`config.mk`:
```
export PLATFORM = sky130hd
export DESIGN_NAME = fifo_handoff_mutex
export DESIGN_NICKNAME = d
export VERILOG_FILES = /design/src/rtl/core/fhm_pkg.sv /design/src/rtl/core/fhm_ram.sv /design/src/rtl/core/fifo_handoff_mutex.sv
export SDC_FILE = /design/constraint.sdc
export NUM_CORES = 1
export LEC_CHECK = 0
export ABC_CLOCK_PERIOD_IN_PS = 2100
export BUFFER_PORTS_ARGS = -buffer_cell sky130_fd_sc_hd__buf_2
export CAP_MARGIN = 20
export CORE_UTILIZATION = 55
export DETAILED_ROUTE_END_ITERATION = 12
export PLACE_DENSITY = 0.82
export SLEW_MARGIN = 20
export SYNTH_ARGS = -nofsm -noshare
export SYNTH_HDL_FRONTEND = slang
export SYNTH_SLANG_ARGS = --single-unit
```
`constraint.sdc`:
```
create_clock -name aclk -period 2.1 [get_ports aclk]
set_clock_uncertainty 0.05 [all_clocks]
set_input_delay 0.21 -clock aclk [delete_from_list [all_inputs] [get_ports aclk]]
set_output_delay 0.21 -clock aclk [all_outputs]
set_load 0.03 [all_outputs]
```
`src/rtl/core/fhm_pkg.sv`:
```
// Shared widths, operation codes and status codes of the queued mutex.
package fhm_pkg;

    localparam int OP_W     = 2;
    localparam int TID_W    = 4;
    localparam int STATUS_W = 4;
    localparam int WAIT_W   = 5;

    typedef logic [OP_W-1:0]     op_t;
    typedef logic [TID_W-1:0]    tid_t;
    typedef logic [STATUS_W-1:0] status_t;
    typedef logic [WAIT_W-1:0]   waiters_t;

    localparam op_t OP_LOCK    = 2'd0;
    localparam op_t OP_UNLOCK  = 2'd1;
    localparam op_t OP_TRYLOCK = 2'd2;

    localparam status_t ST_GRANTED   = 4'd0;
    localparam status_t ST_ALREADY   = 4'd1;
    localparam status_t ST_QUEUED    = 4'd2;
    localparam status_t ST_FULL      = 4'd3;
    localparam status_t ST_RELEASED  = 4'd4;
    localparam status_t ST_HANDOFF   = 4'd5;
    localparam status_t ST_NOTOWNER  = 4'd6;
    localparam status_t ST_TRYLOCKED = 4'd7;
    localparam status_t ST_TRYFREE   = 4'd8;

endpackage

```
`src/rtl/core/fhm_ram.sv`:
```
// Generic single-write, single-read RAM with registered read data.
module fhm_ram #(
    parameter int WIDTH = 4,
    parameter int DEPTH = 16
) (
    input  logic                     aclk,
    input  logic                     wr_en,
    input  logic [$clog2(DEPTH)-1:0] wr_addr,
    input  logic [WIDTH-1:0]         wr_data,
    input  logic                     rd_en,
    input  logic [$clog2(DEPTH)-1:0] rd_addr,
    output logic [WIDTH-1:0]         rd_data
);

    logic [WIDTH-1:0] mem [DEPTH];

    always_ff @(posedge aclk) begin
        if (wr_en) begin
            mem[wr_addr] <= wr_data;
        end
        if (rd_en) begin
            rd_data <= mem[rd_addr];
        end
    end

endmodule

```
`src/rtl/core/fifo_handoff_mutex.sv`:
```
// Queued mutex with direct handoff: top level with request decode and queue control.
//
// One request (lock, unlock, trylock) is accepted per beat and gives one result beat.
// On the accept cycle a request issues a read of the queue head from the wait-queue RAM;
// the request is then decided with that entry once the result register is free or being
// drained, and the result is written to it; no new request is taken before that. The wait
// queue holds THREAD_COUNT entries in a one-read, one-write RAM; head, tail, count, owner and
// lock flag sit in flip-flops and clear at reset, so no clearing pass is needed. A new
// request is taken while the previous result still waits on m_; it is held until m_
// frees up. Results carry the state after the request; waiters is the low five bits of
// the queue count.
module fifo_handoff_mutex #(
    parameter int THREAD_COUNT = 16
) (
    input  logic              aclk,
    input  logic              aresetn,
    input  logic              s_valid,
    output logic              s_ready,
    input  fhm_pkg::op_t      s_operation,
    input  fhm_pkg::tid_t     s_thread_id,
    output logic              m_valid,
    input  logic              m_ready,
    output fhm_pkg::status_t  m_status,
    output logic              m_owner_valid,
    output fhm_pkg::tid_t     m_owner_id,
    output fhm_pkg::waiters_t m_waiters
);
    import fhm_pkg::*;

    localparam int PTR_W = $clog2(THREAD_COUNT);
    localparam int CNT_W = $clog2(THREAD_COUNT + 1);

    localparam logic S_IDLE = 1'b0;
    localparam logic S_EXEC = 1'b1;

    logic             state_reg, state_next;
    op_t              op_reg;
    tid_t             tid_reg;
    logic             locked_reg, locked_next;
    tid_t             owner_reg, owner_next;
    logic [PTR_W-1:0] head_reg, head_next;
    logic [PTR_W-1:0] tail_reg, tail_next;
    logic [CNT_W-1:0] count_reg, count_next;

    logic             m_valid_reg, m_valid_next;
    status_t          status_reg, status_next;
    logic             owner_valid_reg;
    tid_t             owner_id_reg;
    waiters_t         waiters_reg;

    logic             accept;
    logic             go;
    logic             push;
    tid_t             head_data;

    function automatic logic [PTR_W-1:0] wrap_inc(input logic [PTR_W-1:0] p);
        if (p == PTR_W'(THREAD_COUNT - 1)) begin
            return '0;
        end
        return p + PTR_W'(1);
    endfunction

    assign s_ready = (state_reg == S_IDLE);
    assign accept  = s_valid && s_ready;
    // decide only when the result register is free or being drained
    assign go      = (state_reg == S_EXEC) && (!m_valid_reg || m_ready);

    fhm_ram #(
        .WIDTH (TID_W),
        .DEPTH (THREAD_COUNT)
    ) u_wait_ram (
        .aclk    (aclk),
        .wr_en   (push),
        .wr_addr (tail_reg),
        .wr_data (tid_reg),
        .rd_en   (accept),
        .rd_addr (head_reg),
        .rd_data (head_data)
    );

    always_comb begin
        locked_next = locked_reg;
        owner_next  = owner_reg;
        head_next   = head_reg;
        tail_next   = tail_reg;
        count_next  = count_reg;
        status_next = status_reg;
        push        = 1'b0;
        case (op_reg)
            OP_LOCK: begin
                if (!locked_reg) begin
                    locked_next = 1'b1;
                    owner_next  = tid_reg;
                    status_next = ST_GRANTED;
                end else if (owner_reg == tid_reg) begin
                    status_next = ST_ALREADY;
                end else if (count_reg == CNT_W'(THREAD_COUNT)) begin
                    status_next = ST_FULL;
                end else begin
                    push        = go;
                    tail_next   = wrap_inc(tail_reg);
                    count_next  = count_reg + CNT_W'(1);
                    status_next = ST_QUEUED;
                end
            end
            OP_UNLOCK: begin
                if (!locked_reg || owner_reg != tid_reg) begin
                    status_next = ST_NOTOWNER;
                end else if (count_reg != '0) begin
                    owner_next  = head_data;
                    head_next   = wrap_inc(head_reg);
                    count_next  = count_reg - CNT_W'(1);
                    status_next = ST_HANDOFF;
                end else begin
                    locked_next = 1'b0;
                    owner_next  = '0;
                    status_next = ST_RELEASED;
                end
            end
            default: begin
                // trylock, and the unused code acts the same
                status_next = locked_reg ? ST_TRYLOCKED : ST_TRYFREE;
            end
        endcase
    end

    always_comb begin
        state_next = state_reg;
        if (accept) begin
            state_next = S_EXEC;
        end else if (go) begin
            state_next = S_IDLE;
        end
        m_valid_next = m_valid_reg;
        if (go) begin
            m_valid_next = 1'b1;
        end else if (m_ready) begin
            m_valid_next = 1'b0;
        end
    end

    always_ff @(posedge aclk) begin
        if (!aresetn) begin
            state_reg   <= S_IDLE;
            m_valid_reg <= 1'b0;
            locked_reg  <= 1'b0;
            owner_reg   <= '0;
            head_reg    <= '0;
            tail_reg    <= '0;
            count_reg   <= '0;
        end else begin
            state_reg   <= state_next;
            m_valid_reg <= m_valid_next;
            if (go) begin
                locked_reg <= locked_next;
                owner_reg  <= owner_next;
                head_reg   <= head_next;
                tail_reg   <= tail_next;
                count_reg  <= count_next;
            end
        end
    end

    always_ff @(posedge aclk) begin
        if (accept) begin
            op_reg  <= s_operation;
            tid_reg <= s_thread_id;
        end
        if (go) begin
            status_reg      <= status_next;
            owner_valid_reg <= locked_next;
            owner_id_reg    <= locked_next ? owner_next : '0;
            waiters_reg     <= WAIT_W'(count_next);
        end
    end

    assign m_valid       = m_valid_reg;
    assign m_status      = status_reg;
    assign m_owner_valid = owner_valid_reg;
    assign m_owner_id    = owner_id_reg;
    assign m_waiters     = waiters_reg;

endmodule

```
* Word-level counts from Yosys, hierarchy flattened
Memory sizes are Yosys's and may differ from the RTL's. A register that Yosys moved wholly into a read port is not among the register bits.
Index checks and enable logic that the tools add are counted.
** Word-level totals
- Word-level logic and storage cells :: 83
- Output and inout bits :: 16
- Register bits after elaboration :: 40
- RAM bits :: 64
- Input bits :: 10
- Memories :: 1
** Memory list
- u_wait_ram.mem :: depth 16, bits a word 4, rd ports 1, clocked after Yosys merged registers in 1, wr ports 1, line fhm_ram.sv:15 : logic [WIDTH-1:0] mem [DEPTH];
** Operators by class
- Bitwise gates (word level) :: 4
- $add $sub $neg :: 4
- Reduce and logical (&&, ||, !) cells :: 12
- Equality and inequality tests :: 6
- Mux-type cells :: 43
** Operator list (number)
- two-way mux 4 bit :: 8
- two-way mux 5 bit :: 5
- two-way mux 1 bit :: 23
- case mux 4 bit (2 select lines) :: 2
- case mux 5 bit (2 select lines) :: 1
- adder 4 x 1 -> 4 bit (second input constant) :: 2
- == test 4 bit (second input constant) :: 2
- two-way mux 2 bit :: 3
- adder 5 x 1 -> 5 bit (second input constant) :: 1
- == test 5 bit (second input constant) :: 1
- AND reduction 5 bit :: 1
- nonzero test 5 bit :: 1
- subtractor 5 x 1 -> 5 bit (second input constant) :: 1
- == test 4 bit :: 1
- != test 4 bit :: 1
- inverter 1 bit :: 4
- AND reduction 4 bit :: 1
- nonzero test 2 bit :: 2
- == test 2 x 1 -> 1 bit (second input constant) :: 1
- logical AND 1 bit :: 2
- logical NOT 1 bit :: 2
- logical NOT 2 bit :: 1
- logical OR 1 bit :: 2
- case mux 1 bit (2 select lines) :: 1

* Depth between registers and ports, before layout
- Word-level depth :: 9
- Depth in mapped cells :: 8
- Gate-level depth less buffers :: 7

* By module
From an unflattened synthesis, not the netlist that was laid out.
** Unflattened totals
- Cell total of the unflattened synthesis :: 333
- Area total of the unflattened synthesis :: 4709.5 um2
** By module, submodules not included
- fhm_ram :: cells an instance 130, times used 1, area an instance 2706.3 um2, seq. area each 2042.0 um2
- fifo_handoff_mutex :: cells an instance 203, times used 1, area an instance 2003.2 um2, seq. area each 1001.0 um2

* Least setup slack after synthesis
OpenSTA, ideal clock, no wires.
- Path type :: register -> register
- From :: register tid_reg[1]
- To :: memory u_wait_ram.mem[15][0] (enable)
- Path buffers :: 2
- Data arrival time :: 1.824 ns
- Period minus slack after synthesis :: 2.183 ns
- Setup slack :: -0.083 ns
- Stages on the path, launching flop included :: 7
- Library setup time :: 0.309 ns
- Required time :: 1.741 ns
- Cell sequence :: edfxtp_1 xnor2_1 a41oi_2 and3_1 buf_4 buf_2 and3_1
** Between the ends
- Cells in the longest elaborated chain, start to end :: 6
** RTL lines
- start: declaration :: line fifo_handoff_mutex.sv:38 : tid_t tid_reg;
- start signal: assignment :: line fifo_handoff_mutex.sv:167 : tid_reg <= s_thread_id;
- == test 4 bit :: line fifo_handoff_mutex.sv:95 : end else if (owner_reg == tid_reg) begin
- two-way mux 1 bit :: line fifo_handoff_mutex.sv:95
- two-way mux 1 bit :: line fifo_handoff_mutex.sv:91 : if (!locked_reg) begin
- two-way mux 1 bit :: line fifo_handoff_mutex.sv:89 : case (op_reg)
- two-way mux 1 bit :: line fhm_ram.sv:18 : if (wr_en) begin
- two-way mux 1 bit (implied by the code) :: line fhm_ram.sv:19 : mem[wr_addr] <= wr_data;
- end: declaration :: line fhm_ram.sv:15
Every way passes these cells.

* Worst setup path after layout
- From :: register count_reg[0]
- To :: memory u_wait_ram.mem[14][0] (enable)
** Between the ends
- Cells in the longest elaborated chain, start to end :: 7
** RTL lines
- start: declaration :: line fifo_handoff_mutex.sv:43 : logic [CNT_W-1:0] count_reg, count_next;
- start signal: assignment :: line fifo_handoff_mutex.sv:159 : count_reg <= count_next;
- == test 5 bit :: line fifo_handoff_mutex.sv:97 : end else if (count_reg == CNT_W'(THREAD_COUNT)) begin
- two-way mux 1 bit :: line fifo_handoff_mutex.sv:97
- two-way mux 1 bit :: line fifo_handoff_mutex.sv:95
- two-way mux 1 bit :: line fifo_handoff_mutex.sv:91
- two-way mux 1 bit :: line fifo_handoff_mutex.sv:89
- two-way mux 1 bit :: line fhm_ram.sv:18
- two-way mux 1 bit (implied by the code) :: line fhm_ram.sv:19
Every way passes these cells.

==> flow_summary.yaml <==
logic_synthesis:
  seq_area_frac_synth: 0.639
  synth_top_family_by_area: "simple AND/OR/NAND/NOR gates"
  syn_area_um2: 4760
  yosysTopAreaCellShare: 0.555
  yosysMostFrequentCell: "edfxtp_1"
  async_reset_ff_frac: 0
  syn_nets: 357
  ys_seq_elements: 108
  synth.area.top_cells: "edfxtp_1 (56%), dfxtp_1 (8.4%), mux4_2 (7.6%)"
  synth_mux_area_frac: 0.0947
  syn_area_per_cell_um2: 14.0
  yosys.area_share.simple: 0.109
  synthAdderAreaFrac: 0.0184
  netlist_top_cells_count: "edfxtp_1 (88), nand2_1 (21), a21oi_1 (20), dfxtp_1 (20)"
  synth_compound_area_frac: 0.0952
  synth_xor_area_frac: 0.0147
  syn_inst: 340
  synth_cell_types: 52
  yosysWarningCount: 0
  yosysTopAreaCell: "edfxtp_1"
  synth_edf_count: 88
  yosys_most_used_dff: "edfxtp_1"
route:
  drc: 0
  vias_per_cell: 6.31
  drt-initial-drc-count: 300
  drt_pass1_iterations: 5
  antenna_left: 0
  wl_um: 9990
  route.vias.total: 3160
  wl_per_cell_um: 19.9
layout:
  antenna_cells: 0
  layout-drive-gt1-share: 0.283
  area_delta_synth_final_pct: 15.4
  layout.nets: 408
  largest_reg_flops: 64
run_status:
  status: "finished, final reports clean"
run:
  cap_violations: 0
timing:
  slew-limit-headroom: 0.708
  min_period_over_period: 0.958
  tightest_slew_ps: 435
  setup_viol: 0
  fin_tns_setup_ps: 0
  period_minus_slack_ps: 2010
  timing.fmax_mhz: 497
  hold_violations: 0
  finalMaxSlewViolations: 0
clock_tree:
  tritoncts: "done"
  htreeDepth: 3
  worst_skew_pair.late_latency_ps: 360
  cts_buffers: 9
  cts_root_buf: "clkbuf_8"
  clock-sinks: 108
  clk_pin_slew_ps: 100
  clockBufferDepth: 2
pwr:
  leakagePower_nw: 1.89
  power_frac_seq: 0.618
  worst_ir_drop_vdd_mv: 0.421
  total_power_mw: 3.85
  pwr-share-comb: 0.081
  intPower_mw: 2.93
  power_frac_clock: 0.301
  powerDensity_nw_per_um2: 702
  switching_power_mw: 0.922
  sw_frac_of_total: 0.239
critical_path:
  critical_path_required_ps: 2120
  cp_max_fo: 17
  criticalPathCategory: "reg -> reg"
  crit_slowest_cell: "dfxtp_1"
  cp_cell_sequence: "inv_1, ha_1, nor3b_2, a21oi_2, and3_4, buf_12, and3_2"
  start_kind: "register"
  endpoint_kind: "register"
  crit_arrival_ps: 2030
  worst_path_largest_cell_delay_ps: 350
floorplan:
  dieArea_um2: 9030
  die_w_um: 95.0
  design.portCount: 26
  coreArea_um2: 8300
  rows: 33
  start_util: 0.573
  die_h_um: 95.0
grt:
  grt_start_max_net_pins: 25
  antenna_found_initial: 0
  overflow: 0
  grt_pass1_wl_um: 15600
  grt_pass1_vias: 2976
  gr-usage-all-layers: 0.239
placement:
  io_buffers: 25
  hpwlAfterDp_um: 6930
  gp_congestion: 0.881
worst_hold_path:
  min_path_type: "in -> reg"
[logic make-up after synthesis]
kind of cell,after synthesis
buffers and inverters,31
AOI/OAI and AO/OA,69
adders and majority gates,7
and+or+nand+nor,92
DFF,108
xor gates and xnor gates,8
muxes,25
[metrics by stage]
stage	instance area, um2	util	setup WS (ps)	cells	hold slack (ps)
after global routing	5490	0.662	-29.1	501	77.9
after CTS	5460	0.658	37.4	500	57.7
after floorplan	4830	-	-35.7	340	259
after global placement	5220	0.628	122	478	338
final	5490	0.662	87.5	501	53.9
after detailed placement	5220	0.628	22.1	478	339
[layout make-up]
cell class	instances	area, um2
clock inverters	5	37.5
multi-input cells	201	1670
clock buffers	11	141
flip-flops and latches	108	3040
well taps	105	131
inverters	12	45.0
fillers	575	2810
repair buffers	59	420
[worst max-delay path: cells and delay by family (launching register included)]
kind / cells / cell delay, ps
AOI/OAI and AO/OA: 1 / 210
DFF: 1 / 350
adders and majority gates: 1 / 240
and+or+nand+nor: 3 / 660
buffers and inverters: 2 / 220
[timing repair]
| item | 4_1_cts | 5_1_grt |
|---|---|---|
| resized for setup | 2 | 7 |
| pin swaps | 0 | 1 |
| hold endpoints to repair | 6 | 0 |
| endpoints found under the setup margin | 7 | 26 |
| hold buffers | 6 | 0 |
| setup buffers | 0 | 1 |
[worst paths after layout]
check,start,endpoint,slack [ps],cells past startpoint
worst max-delay path,count_reg[0],u_wait_ram.mem[14][0],90,7
worst min-delay path,s_valid,state_reg,50,3
worst max register to register,count_reg[0],u_wait_ram.mem[14][0],90,7
worst min register to register,m_valid,m_valid,460,2
[power groups by stage]
stage	clock (mW)	sequential [mW]	combinational, mW
floorplan	0	2.47	0.136
global placement	0	2.43	0.286
detailed placement	0	2.43	0.293
CTS	1.17	2.38	0.304
global route	1.25	2.39	0.336
finish	1.16	2.38	0.314
[layer usage]
layer | up-vias | GRT usage | part of all wire
li1 | 1406 | - | -
met1 | 1560 | 0.344 | 0.43
met2 | 168 | 0.360 | 0.47
met3 | 26 | 0.0470 | 0.084
met4 | 0 | 0.0985 | 0.025
met5 | - | 0 | 0
[placed cells by master (no fill, tap or decap), types with 5 or more instances in the layout]
cell type      instances
and3_4                11
nand2_1               21
clkbuf_8              10
inv_1                 12
buf_4                 26
a21oi_1               18
xnor2_1                6
buf_2                 25
edfxtp_1              88
nand3_1                5
dlygate4sd3_1          6
dfxtp_1               20
o21ai_0               12
nor2b_1               14
mux2i_1                9
a211oi_1               6
nor2_1                13
ha_1                   7
mux4_2                16
No activity file was read; power rests on OpenSTA's default activity.
